<file path="src/hdl/priority_queue_with_wait_time_unit_macros.svh">
// ----------------------------------------------------------------------------
// Assertion macros
// Shared concurrent assertion forms for the priority queue block.
// ----------------------------------------------------------------------------
`ifndef PRIORITY_QUEUE_WITH_WAIT_TIME_UNIT_MACROS_SVH
`define PRIORITY_QUEUE_WITH_WAIT_TIME_UNIT_MACROS_SVH

// same-cycle implication
`define PQWT_ASSERT_NOW(label, clk, rst, ante, cons) \
  label: assert property (@(posedge clk) disable iff (rst) (ante) |-> (cons)) \
    else $error("pqwt assertion failed");

// next-cycle implication
`define PQWT_ASSERT_NEXT(label, clk, rst, ante, cons) \
  label: assert property (@(posedge clk) disable iff (rst) (ante) |=> (cons)) \
    else $error("pqwt assertion failed");

`endif

</file>
<file path="src/hdl/pqwt_pkg.sv">
// ----------------------------------------------------------------------------
// pqwt_pkg
// Types and codes shared by the priority queue cells, channels and top level.
// ----------------------------------------------------------------------------
package pqwt_pkg;

  localparam int TIME_W = 12;
  localparam int PRIO_W = 8;
  localparam int WAIT_W = 16;

  localparam logic [1:0] CMD_INSERT = 2'd0;
  localparam logic [1:0] CMD_POP    = 2'd1;
  localparam logic [1:0] CMD_QUERY  = 2'd2;

  localparam logic [1:0] ST_OK    = 2'd0;
  localparam logic [1:0] ST_FULL  = 2'd1;
  localparam logic [1:0] ST_EMPTY = 2'd2;

  localparam logic [WAIT_W-1:0] WAIT_MAX = 16'hFFFF;

  typedef struct packed {
    logic [1:0]        command;
    logic [TIME_W-1:0] service_time;
    logic [PRIO_W-1:0] priority_req;
  } req_t;

  typedef struct packed {
    logic [1:0]        status;
    logic [WAIT_W-1:0] wait_time;
    logic [TIME_W-1:0] popped_time;
    logic [TIME_W-1:0] head_time;
    logic              is_empty;
  } rsp_t;

  // what a cell shows its neighbors
  typedef struct packed {
    logic              valid;
    logic              le;
    logic [TIME_W-1:0] svc_time;
    logic [PRIO_W-1:0] prio;
  } cell_link_t;

  // broadcast to every cell
  typedef struct packed {
    logic              do_insert;
    logic              do_pop;
    logic [TIME_W-1:0] svc_time;
    logic [PRIO_W-1:0] prio;
    logic [TIME_W-1:0] head_time;
  } cell_ctrl_t;

endpackage

</file>
<file path="src/hdl/pqwt_stream_ifs.sv">
// ----------------------------------------------------------------------------
// pqwt request and result channels
// Valid/ready channels carrying one request or one result.
// ----------------------------------------------------------------------------
interface pqwt_req_if;
  import pqwt_pkg::*;

  logic valid;
  logic ready;
  req_t payload;

  modport source (output valid, output payload, input ready);
  modport sink   (input valid, input payload, output ready);
endinterface

interface pqwt_rsp_if;
  import pqwt_pkg::*;

  logic valid;
  logic ready;
  rsp_t payload;

  modport source (output valid, output payload, input ready);
  modport sink   (input valid, input payload, output ready);
endinterface

</file>
<file path="src/hdl/pqwt_cell.sv">
// ----------------------------------------------------------------------------
// pqwt_cell
// One queue slot: job time, priority and running sum of times up to here.
// Shifts right on an insert ahead of it, left on pop.
// ----------------------------------------------------------------------------
module pqwt_cell #(
  parameter int CUM_W = 16
) (
  input  logic                 clk,
  input  logic                 rst,
  input  pqwt_pkg::cell_ctrl_t ctrl,
  input  pqwt_pkg::cell_link_t left,
  input  logic [CUM_W-1:0]     left_cum,
  input  pqwt_pkg::cell_link_t right,
  input  logic [CUM_W-1:0]     right_cum,
  output pqwt_pkg::cell_link_t link,
  output logic [CUM_W-1:0]     cum
);
  import pqwt_pkg::*;

  logic              valid;
  logic [TIME_W-1:0] svc_time;
  logic [PRIO_W-1:0] prio;
  logic              le;

  assign le = valid && (prio <= ctrl.prio);
  assign link = '{valid: valid, le: le, svc_time: svc_time, prio: prio};

  always_ff @(posedge clk) begin
    if (rst) begin
      valid <= 1'b0;
    end else if (ctrl.do_insert) begin
      priority if (le) begin
        valid <= valid;
      end else if (left.le) begin
        valid    <= 1'b1;
        svc_time <= ctrl.svc_time;
        prio     <= ctrl.prio;
        cum      <= left_cum + CUM_W'(ctrl.svc_time);
      end else begin
        valid    <= left.valid;
        svc_time <= left.svc_time;
        prio     <= left.prio;
        cum      <= left_cum + CUM_W'(ctrl.svc_time);
      end
    end else if (ctrl.do_pop) begin
      valid    <= right.valid;
      svc_time <= right.svc_time;
      prio     <= right.prio;
      cum      <= right_cum - CUM_W'(ctrl.head_time);
    end
  end

endmodule

</file>
<file path="src/hdl/priority_queue_with_wait_time_unit.sv">
// ----------------------------------------------------------------------------
// priority_queue_with_wait_time_unit
// Sorted job queue built from a row of slot cells, with waiting-time report.
// ----------------------------------------------------------------------------
// Every request (insert, pop, query) is resolved across the row
// of QUEUE_DEPTH slot cells: each cell compares its priority with the new
// job's and keeps, loads or shifts from a neighbor; on pop all cells shift
// toward the head. Each cell carries the running sum of service times up to
// itself, so an insert's waiting time is read from the last cell ahead of the
// new job. The result goes to an output register; a new request is taken
// whenever that register is empty or being read, giving one request per
// cycle while rsp is not stalled, with the result in the next cycle.
module priority_queue_with_wait_time_unit #(
  parameter int QUEUE_DEPTH = 16
) (
  input logic       clk,
  input logic       rst,
  pqwt_req_if.sink  req,
  pqwt_rsp_if.source rsp
);
  import pqwt_pkg::*;

  `include "priority_queue_with_wait_time_unit_macros.svh"

  localparam int CUM_W = TIME_W + $clog2(QUEUE_DEPTH);

  localparam cell_link_t HEAD_LINK = '{valid: 1'b0, le: 1'b1, svc_time: '0, prio: '0};
  localparam cell_link_t TAIL_LINK = '{valid: 1'b0, le: 1'b0, svc_time: '0, prio: '0};

  cell_link_t       link [QUEUE_DEPTH];
  logic [CUM_W-1:0] cum  [QUEUE_DEPTH];
  cell_ctrl_t       ctrl;

  logic [QUEUE_DEPTH-1:0] valid_vec;
  logic [QUEUE_DEPTH-1:0] le_vec;
  logic [QUEUE_DEPTH-1:0] sel_vec;

  logic              accept;
  logic              full;
  logic              empty;
  logic [CUM_W-1:0]  wait_sel;
  logic [31:0]       wait_wide;
  logic [WAIT_W-1:0] wait_sat;

  logic              rsp_valid;
  logic [1:0]        rsp_status;
  logic [WAIT_W-1:0] rsp_wait;
  logic [TIME_W-1:0] rsp_popped;

  assign accept = req.valid && req.ready;
  assign full   = link[QUEUE_DEPTH-1].valid;
  assign empty  = !link[0].valid;

  assign ctrl = '{
    do_insert: accept && (req.payload.command == CMD_INSERT) && !full,
    do_pop:    accept && (req.payload.command == CMD_POP) && !empty,
    svc_time:  req.payload.service_time,
    prio:      req.payload.priority_req,
    head_time: link[0].svc_time
  };

  for (genvar i = 0; i < QUEUE_DEPTH; i++) begin : g_cell
    cell_link_t       left_l;
    logic [CUM_W-1:0] left_c;
    cell_link_t       right_l;
    logic [CUM_W-1:0] right_c;

    if (i == 0) begin : g_head
      assign left_l = HEAD_LINK;
      assign left_c = '0;
    end else begin : g_mid_l
      assign left_l = link[i-1];
      assign left_c = cum[i-1];
    end

    if (i == QUEUE_DEPTH - 1) begin : g_tail
      assign right_l = TAIL_LINK;
      assign right_c = '0;
    end else begin : g_mid_r
      assign right_l = link[i+1];
      assign right_c = cum[i+1];
    end

    pqwt_cell #(.CUM_W(CUM_W)) u_cell (
      .clk       (clk),
      .rst       (rst),
      .ctrl      (ctrl),
      .left      (left_l),
      .left_cum  (left_c),
      .right     (right_l),
      .right_cum (right_c),
      .link      (link[i]),
      .cum       (cum[i])
    );

    assign valid_vec[i] = link[i].valid;
    assign le_vec[i]    = link[i].le;
    assign sel_vec[i]   = link[i].le && !right_l.le;
  end

  // last job ahead of the new one holds the wait sum
  always_comb begin
    wait_sel = '0;
    for (int i = 0; i < QUEUE_DEPTH; i++) begin
      wait_sel = wait_sel | (sel_vec[i] ? cum[i] : '0);
    end
  end

  assign wait_wide = 32'(wait_sel);
  assign wait_sat  = (wait_wide > 32'(WAIT_MAX)) ? WAIT_MAX : wait_wide[WAIT_W-1:0];

  assign req.ready = !rsp_valid || rsp.ready;

  always_ff @(posedge clk) begin
    if (rst) begin
      rsp_valid <= 1'b0;
    end else if (accept) begin
      rsp_valid  <= 1'b1;
      rsp_status <= ST_OK;
      rsp_wait   <= '0;
      rsp_popped <= '0;
      unique case (req.payload.command)
        CMD_INSERT: begin
          if (full) begin
            rsp_status <= ST_FULL;
          end else begin
            rsp_wait <= wait_sat;
          end
        end
        CMD_POP: begin
          if (empty) begin
            rsp_status <= ST_EMPTY;
          end else begin
            rsp_popped <= link[0].svc_time;
          end
        end
        default: begin
          rsp_status <= ST_OK;
        end
      endcase
    end else if (rsp.ready) begin
      rsp_valid <= 1'b0;
    end
  end

  // queue state only moves on an accepted request, which reloads the result
  assign rsp.valid   = rsp_valid;
  assign rsp.payload = '{
    status:      rsp_status,
    wait_time:   rsp_wait,
    popped_time: rsp_popped,
    head_time:   link[0].valid ? link[0].svc_time : '0,
    is_empty:    !link[0].valid
  };

  `PQWT_ASSERT_NOW(a_valid_prefix, clk, rst, 1'b1, ((valid_vec >> 1) & ~valid_vec) == '0)
  `PQWT_ASSERT_NOW(a_le_prefix, clk, rst, 1'b1, ((le_vec >> 1) & ~le_vec) == '0)
  `PQWT_ASSERT_NOW(a_sel_onehot, clk, rst, 1'b1, $onehot0(sel_vec))
  `PQWT_ASSERT_NEXT(a_insert_grows, clk, rst, ctrl.do_insert, $countones(valid_vec) == $countones($past(valid_vec)) + 1)
  `PQWT_ASSERT_NEXT(a_stall_holds, clk, rst, rsp.valid && !rsp.ready, $stable(valid_vec))

endmodule
</file>
<file path="src/flat_wrapper.sv">
// flat-port wrapper written by rule: the top's interface ports become plain ports
module priority_queue_with_wait_time_unit_flat import pqwt_pkg::*;
#(
  parameter int QUEUE_DEPTH = 16
)
  (clk, rst, req_valid, req_payload, req_ready, rsp_valid, rsp_payload, rsp_ready);
  pqwt_req_if req_i ();
  pqwt_rsp_if rsp_i ();
  input logic clk;
  input logic rst;
  input wire logic [$bits(req_i.valid)-1:0] req_valid;
  input wire logic [$bits(req_i.payload)-1:0] req_payload;
  output wire logic [$bits(req_i.ready)-1:0] req_ready;
  output wire logic [$bits(rsp_i.valid)-1:0] rsp_valid;
  output wire logic [$bits(rsp_i.payload)-1:0] rsp_payload;
  input wire logic [$bits(rsp_i.ready)-1:0] rsp_ready;
  assign req_i.valid = req_valid;
  assign req_i.payload = req_payload;
  assign req_ready = req_i.ready;
  assign rsp_valid = rsp_i.valid;
  assign rsp_payload = rsp_i.payload;
  assign rsp_i.ready = rsp_ready;
  priority_queue_with_wait_time_unit #(.QUEUE_DEPTH(QUEUE_DEPTH)) u_core (.clk(clk), .rst(rst), .req(req_i), .rsp(rsp_i));
endmodule
</file>
<file path="config.mk">
export PLATFORM = sky130hd
export DESIGN_NAME = priority_queue_with_wait_time_unit_flat
export DESIGN_NICKNAME = d
export VERILOG_FILES = /design/src/hdl/pqwt_pkg.sv /design/src/hdl/pqwt_stream_ifs.sv /design/src/hdl/pqwt_cell.sv /design/src/hdl/priority_queue_with_wait_time_unit.sv /design/src/flat_wrapper.sv
export VERILOG_INCLUDE_DIRS = /design/src /design/src/hdl
export SDC_FILE = /design/constraint.sdc
export NUM_CORES = 2
export LEC_CHECK = 0
export BUFFER_PORTS_ARGS = -buffer_cell sky130_fd_sc_hd__buf_2
export CAP_MARGIN = 20
export CORE_MARGIN = 3
export CORE_UTILIZATION = 45
export CTS_BUF_LIST = sky130_fd_sc_hd__clkbuf_2
export DETAILED_ROUTE_END_ITERATION = 6
export HOLD_SLACK_MARGIN = 0.05
export PLACE_DENSITY = 0.69
export SYNTH_ARGS = -nofsm -noshare
export SYNTH_HDL_FRONTEND = slang
export SYNTH_SLANG_ARGS = --single-unit
</file>
<file path="constraint.sdc">
create_clock -name clk -period 8.1 [get_ports clk]
set_input_delay 0.405 -clock clk [delete_from_list [all_inputs] [get_ports clk]]
set_output_delay 0.405 -clock clk [all_outputs]
set_load 0.02 [all_outputs]
</file>
== Word level (Yosys, flattened, before mapping) ==
Index checks and enable logic that the tools add are counted.
Word-level totals
  input port bits: 26
  bits in registers: 623
  output and inout port bits: 45
  word-level logic and storage cells: 502
Operators by class
  magnitude comparators: 17
  mux-type cells: 260
  $add $sub $neg: 31
  bitwise operators: 17
  reduce and logical (&&, ||, !) cells: 92
  equal/unequal tests: 17
Operator list (count)
  16-bit 2-to-1 mux: 65
  12-bit 2-to-1 mux: 64
  8-bit 2-to-1 mux: 63
  16-bit by 12-bit adder with 16-bit output: 15
  16-bit OR: 15
  16-bit by 12-bit subtractor with 16-bit output: 15
  8-bit <= comparator: 16
  1-bit 2-to-1 mux: 66
  3-bit AND reduction: 16
  1-bit logical AND: 36
  2-bit AND reduction: 17
  2-bit != test (second input constant): 16
  1-bit zero test: 18
  16-bit greater-than comparator (second input constant): 1
  1-bit by 12-bit subtractor with 13-bit output (first input constant): 1
  2-bit case mux with 2 select lines: 1
  2-bit nonzero test: 2
  2-bit by 1-bit == test with 1-bit output (second input constant): 1
  2-bit zero test: 1
  2-bit 2-to-1 mux: 1
  1-bit inverter: 2
  2-bit OR reduction: 1
  1-bit logical OR: 1

== Logic depth before layout (Yosys ltp) ==
  depth after elaboration: 22
  mapped depth: 14
  mapped depth without buffers: 11

== Cells and area by module ==
Synthesis repeated with hierarchy kept, for this count alone.
Unflattened totals
  cells, all modules: 5713
  area total of the unflattened synthesis: 53147.2 um2
Modules (own cells, without submodules)
  pqwt_cell (u_core.g_cell[0].u_cell ...): area each 3099.2 um2, cells an instance 329, times used 8
  pqwt_cell (u_core.g_cell[3].u_cell ...): area each 3159.3 um2, cells an instance 349, times used 7
  pqwt_cell (u_core.g_cell[11].u_cell): area each 3303.2 um2, cells an instance 358, times used 1
  priority_queue_with_wait_time_unit: area each 2935.3 um2, cells an instance 280, times used 1

== Worst setup path after synthesis ==
No wires, ideal clock.
  kind: input to register
  start point: input req_payload[7]
  end point: register u_core.g_cell[4].u_cell.cum[0], enable pin
  library setup time: 0.441 ns
  path buffers: 2
  required time: 7.659 ns
  stages: 9
  data arrival time: 4.094 ns
  setup slack: 3.565 ns
  cells stage by stage: clkbuf_1 inv_1 ha_1 nand4_1 nand2b_1 a21oi_1 nor3b_2 clkbuf_1 a21oi_1
Between the ends
  cells in the longest elaborated chain, start to end: 4
RTL lines
  start: declaration: RTL line flat_wrapper.sv:12  | input wire logic [$bits(req_i.payload)-1:0] req_payload;
  8-bit <= comparator: RTL line pqwt_cell.sv:26  | assign le = valid && (prio <= ctrl.prio);
  1-bit logical AND: RTL line pqwt_cell.sv:26
  2-bit != test (no source line)
  3-bit AND reduction (no source line)
  end signal: assignment: RTL line pqwt_cell.sv:39  | cum <= left_cum + CUM_W'(ctrl.svc_time);
  end signal: assignment: RTL line pqwt_cell.sv:44  | cum <= left_cum + CUM_W'(ctrl.svc_time);
  end signal: assignment: RTL line pqwt_cell.sv:50  | cum <= right_cum - CUM_W'(ctrl.head_time);
  end: declaration: RTL line pqwt_cell.sv:17  | output logic [CUM_W-1:0] cum
Every way passes these cells.
A chain may end at the register's enable or synchronous reset.

== Worst setup path in the final report ==
  start point: register u_core.g_cell[0].u_cell.valid
  end point: register u_core.g_cell[2].u_cell.cum[2], enable pin
Between the ends
  cells in the longest elaborated chain, start to end: 3
RTL lines
  start: declaration: RTL line pqwt_cell.sv:21  | logic valid;
  start signal: assignment: RTL line pqwt_cell.sv:34  | valid <= valid;
  start signal: assignment: RTL line pqwt_cell.sv:41  | valid <= left.valid;
  start signal: assignment: RTL line pqwt_cell.sv:47  | valid <= right.valid;
  1-bit logical AND: RTL line priority_queue_with_wait_time_unit.sv:56  | do_pop: accept && (req.payload.command == CMD_POP) && !empty,
  2-bit nonzero test (no source line)
  3-bit AND reduction (no source line)
  end signal: assignment: RTL line pqwt_cell.sv:39
  end signal: assignment: RTL line pqwt_cell.sv:44
  end signal: assignment: RTL line pqwt_cell.sv:50
  end: declaration: RTL line pqwt_cell.sv:17
Every way passes these cells.

==> impl_results.md <==
* Commonest non-fill, non-tap cells in the layout: 606 x edfxtp_1, 589 x nand2_1, 526 x o21ai_0
* Maximum vdd drop at 0.1171 mV
* First-pass GRT wire length at 261500 microns
* Initial antenna violation count at 10
* Die ar. at 0.1146 sq mm
* HP Class: in -> reg
* Yosys Warn Count at 0
* # rows at 121
* Nets at 6000
* Clock Skews at 0.1896 ns
* # clock sinks at 623
* Ys async rst share at 0
* Power Density at 137.4 mW/mm^2
* H-tree Lvls at 4
* Synth top area cells: edfxtp_1 37%, ha_1 12%, mux2i_1 7.3%
* EDFF count, synth at 606
* Fin util at 0.4953
* Outcome: finished with violations
* Hold violation count in the final report at 0
* TritonCTS clock tree: yes
* Fill cells at 10.27k
* All-Layer GR Usage at 0.3011
* Chip Width at 338.5 microns
* Max Freq at 234.7 MHz
* RSZ-0062 raised after global routing: no
* Post-CTS sizing at 0
* DRT Wirelength at 178700 microns
* DRC Markers at 7
* Reg2reg start: u_core.g_cell[0].u_cell.valid
* Vias per Instance at 6.254
* Slew Viols, Final at 0
* CP Max Fanout at 21
* Mapped Area at 0.04974 sq mm
* Routed length per instance at 25.28 microns
* Worst-case clock buffer depth at 3
* Final Power at 0.007441 W
* Critical Path Start: u_core.g_cell[0].u_cell.valid
* Drt first pass iters at 7
* Max cap viols at 0
* Largest net degree at the start of global routing at 194
* Clock Latency Late Sink at 1.58 ns
* Die height at 338.5 microns
* Syn nets at 5858
* Hold Crit Start: rsp_ready
* Port buffer count at 70
* Area leader, netlist: edfxtp_1
* Slew HR at 0.2088
* Cts bufs inserted at 174
* Crit path launch type: flop
* Layout cells sized above 1 at 0.09148
* CP Capture Type: flop
* Clk root buf: clkbuf_2
* Main flop type after synthesis: edfxtp_1
* Failing checks: design-rule violations
* Detailed Place HPWL at 126300 microns
* Synth unique cells at 71
* Period Utilization, post-route at 0.5261
* Reg clk slew, reported paths at 0.15 ns
* CP Class: reg -> reg
* Worst Path Required at 9.17 ns
* Cells after synthesis at 5313
* Placed cell count at 6704
* Final setup TNS at 0 ns
* Seq/Total Area, Yosys at 0.3727
* Crit path time final at 4.261 ns
* Non-filler instance count after layout at 7070
* Post-synth top area share at 0.3658
* Grt ovf at 0
* RePlAce Congestion at 1.020
* Commonest non-fill, non-tap cell in the layout: edfxtp_1
* Initial core utilization at 0.4551
* Worst Path Arrival at 5.33 ns
* Antenna-violating nets left at 0
* Num ports at 71
* Synth Register Bits at 623
* Tightest Pin Transition at 1.187 ns
* Leak at 21.29 nW
* Vias in the first global route at 41.17k
* Setup violators final at 0
* Vias at 44.21k
* Syn avg cell area at 9.362 sq um
* Layout area overhead at 8.836%
* Core area at 0.1093 sq mm
* Iter 0 DRT Violations at 5631
worst max-delay path, cell delays in order (launching register included):
cell,delay (ns)
dfxtp_1,0.53
inv_1,0.45
nor3b_1,0.31
buf_4,0.32
nor2_1,0.09
or3_1,0.62
buf_4,0.36
a21oi_4,0.59
buf_4,0.47
final timing paths:
check        slack [ns]                                   to  depth (start not counted)
max reg2reg        3.84       u_core.g_cell[2].u_cell.cum[2]                          8
min                0.29      u_core.g_cell[5].u_cell.prio[2]                          6
max                3.84       u_core.g_cell[2].u_cell.cum[2]                          8
min reg2reg        0.52  u_core.g_cell[7].u_cell.svc_time[1]                          2
sequential cells by signal, indices dropped and copies added, names as in the netlist:
register                       count
u_core.rsp_popped                 12
u_core.g_cell.u_cell.cum         256
u_core.rsp_wait                   16
u_core.rsp.valid                   1
u_core.g_cell.u_cell.svc_time    192
u_core.rsp_status                  2
u_core.g_cell.u_cell.prio        128
u_core.g_cell.u_cell.valid        16
final cells by class:
cell class	instances	area (sq um)	area share
clock inverters	48	289.0	0.005339
multi-input cells	4254	29850	0.5514
clock buffers	259	1296	0.02394
flip-flops and latches	623	18540	0.3424
repair buffers	211	1579	0.02917
inverters	191	716.9	0.01324
well taps	1476	1847	0.03411
diodes	8	20.02	0.0003698
timing repair:
item	CTS	global route
buffers inserted	0	0
hold buffers	50	0
endpoints found under the hold margin	582	0
cells by family after synthesis:
group | after synthesis | share of synthesized area
and+or+nand+nor | 1558 | 0.1446
AOI/OAI and AO/OA | 1446 | 0.1758
DFF | 623 | 0.3727
adders and majority gates | 519 | 0.1351
buffers and inverters | 436 | 0.03376
muxes | 366 | 0.07378
xor gates and xnor gates | 365 | 0.06427
Yosys cell counts, drive strengths merged (66+ instances only):
master / count
inv: 191
nor2b: 66
nor2: 389
mux2i: 361
xor2: 138
clkbuf: 194
nand2: 589
ha: 489
edfxtp: 606
nor3: 106
nand3: 87
a21oi: 391
xnor2: 227
o21ai: 529
per-layer routing:
metal | up-vias | track usage | part of all wire
li1 | 20053 | - | -
met1 | 21033 | 0.4183 | 0.41
met2 | 2616 | 0.4310 | 0.41
met3 | 505 | 0.08260 | 0.13
met4 | 6 | 0.1471 | 0.051
met5 | - | 0 | 0.00024
per-stage QoR:
stage / hold slack (ns) / cell area (sq um) / worst slack [ns]
floorplan: 0.4893 / 49740 / 3.565
global placement: 0.5076 / 52000 / 3.475
detailed placement: 0.5224 / 52000 / 3.363
CTS: 0.1162 / 54090 / 3.903
global route: 0.2425 / 54120 / 3.718
finish: 0.2856 / 54140 / 3.839
where the power goes:
group / total [W] / switching (W) / internal (W)
clock network: 0.00244 / 0.00153 / 0.000909
logic: 0.00127 / 0.000783 / 0.000485
registers: 0.00373 / 0.000109 / 0.00362
Note: power is estimated with default switching activity, not from simulation.
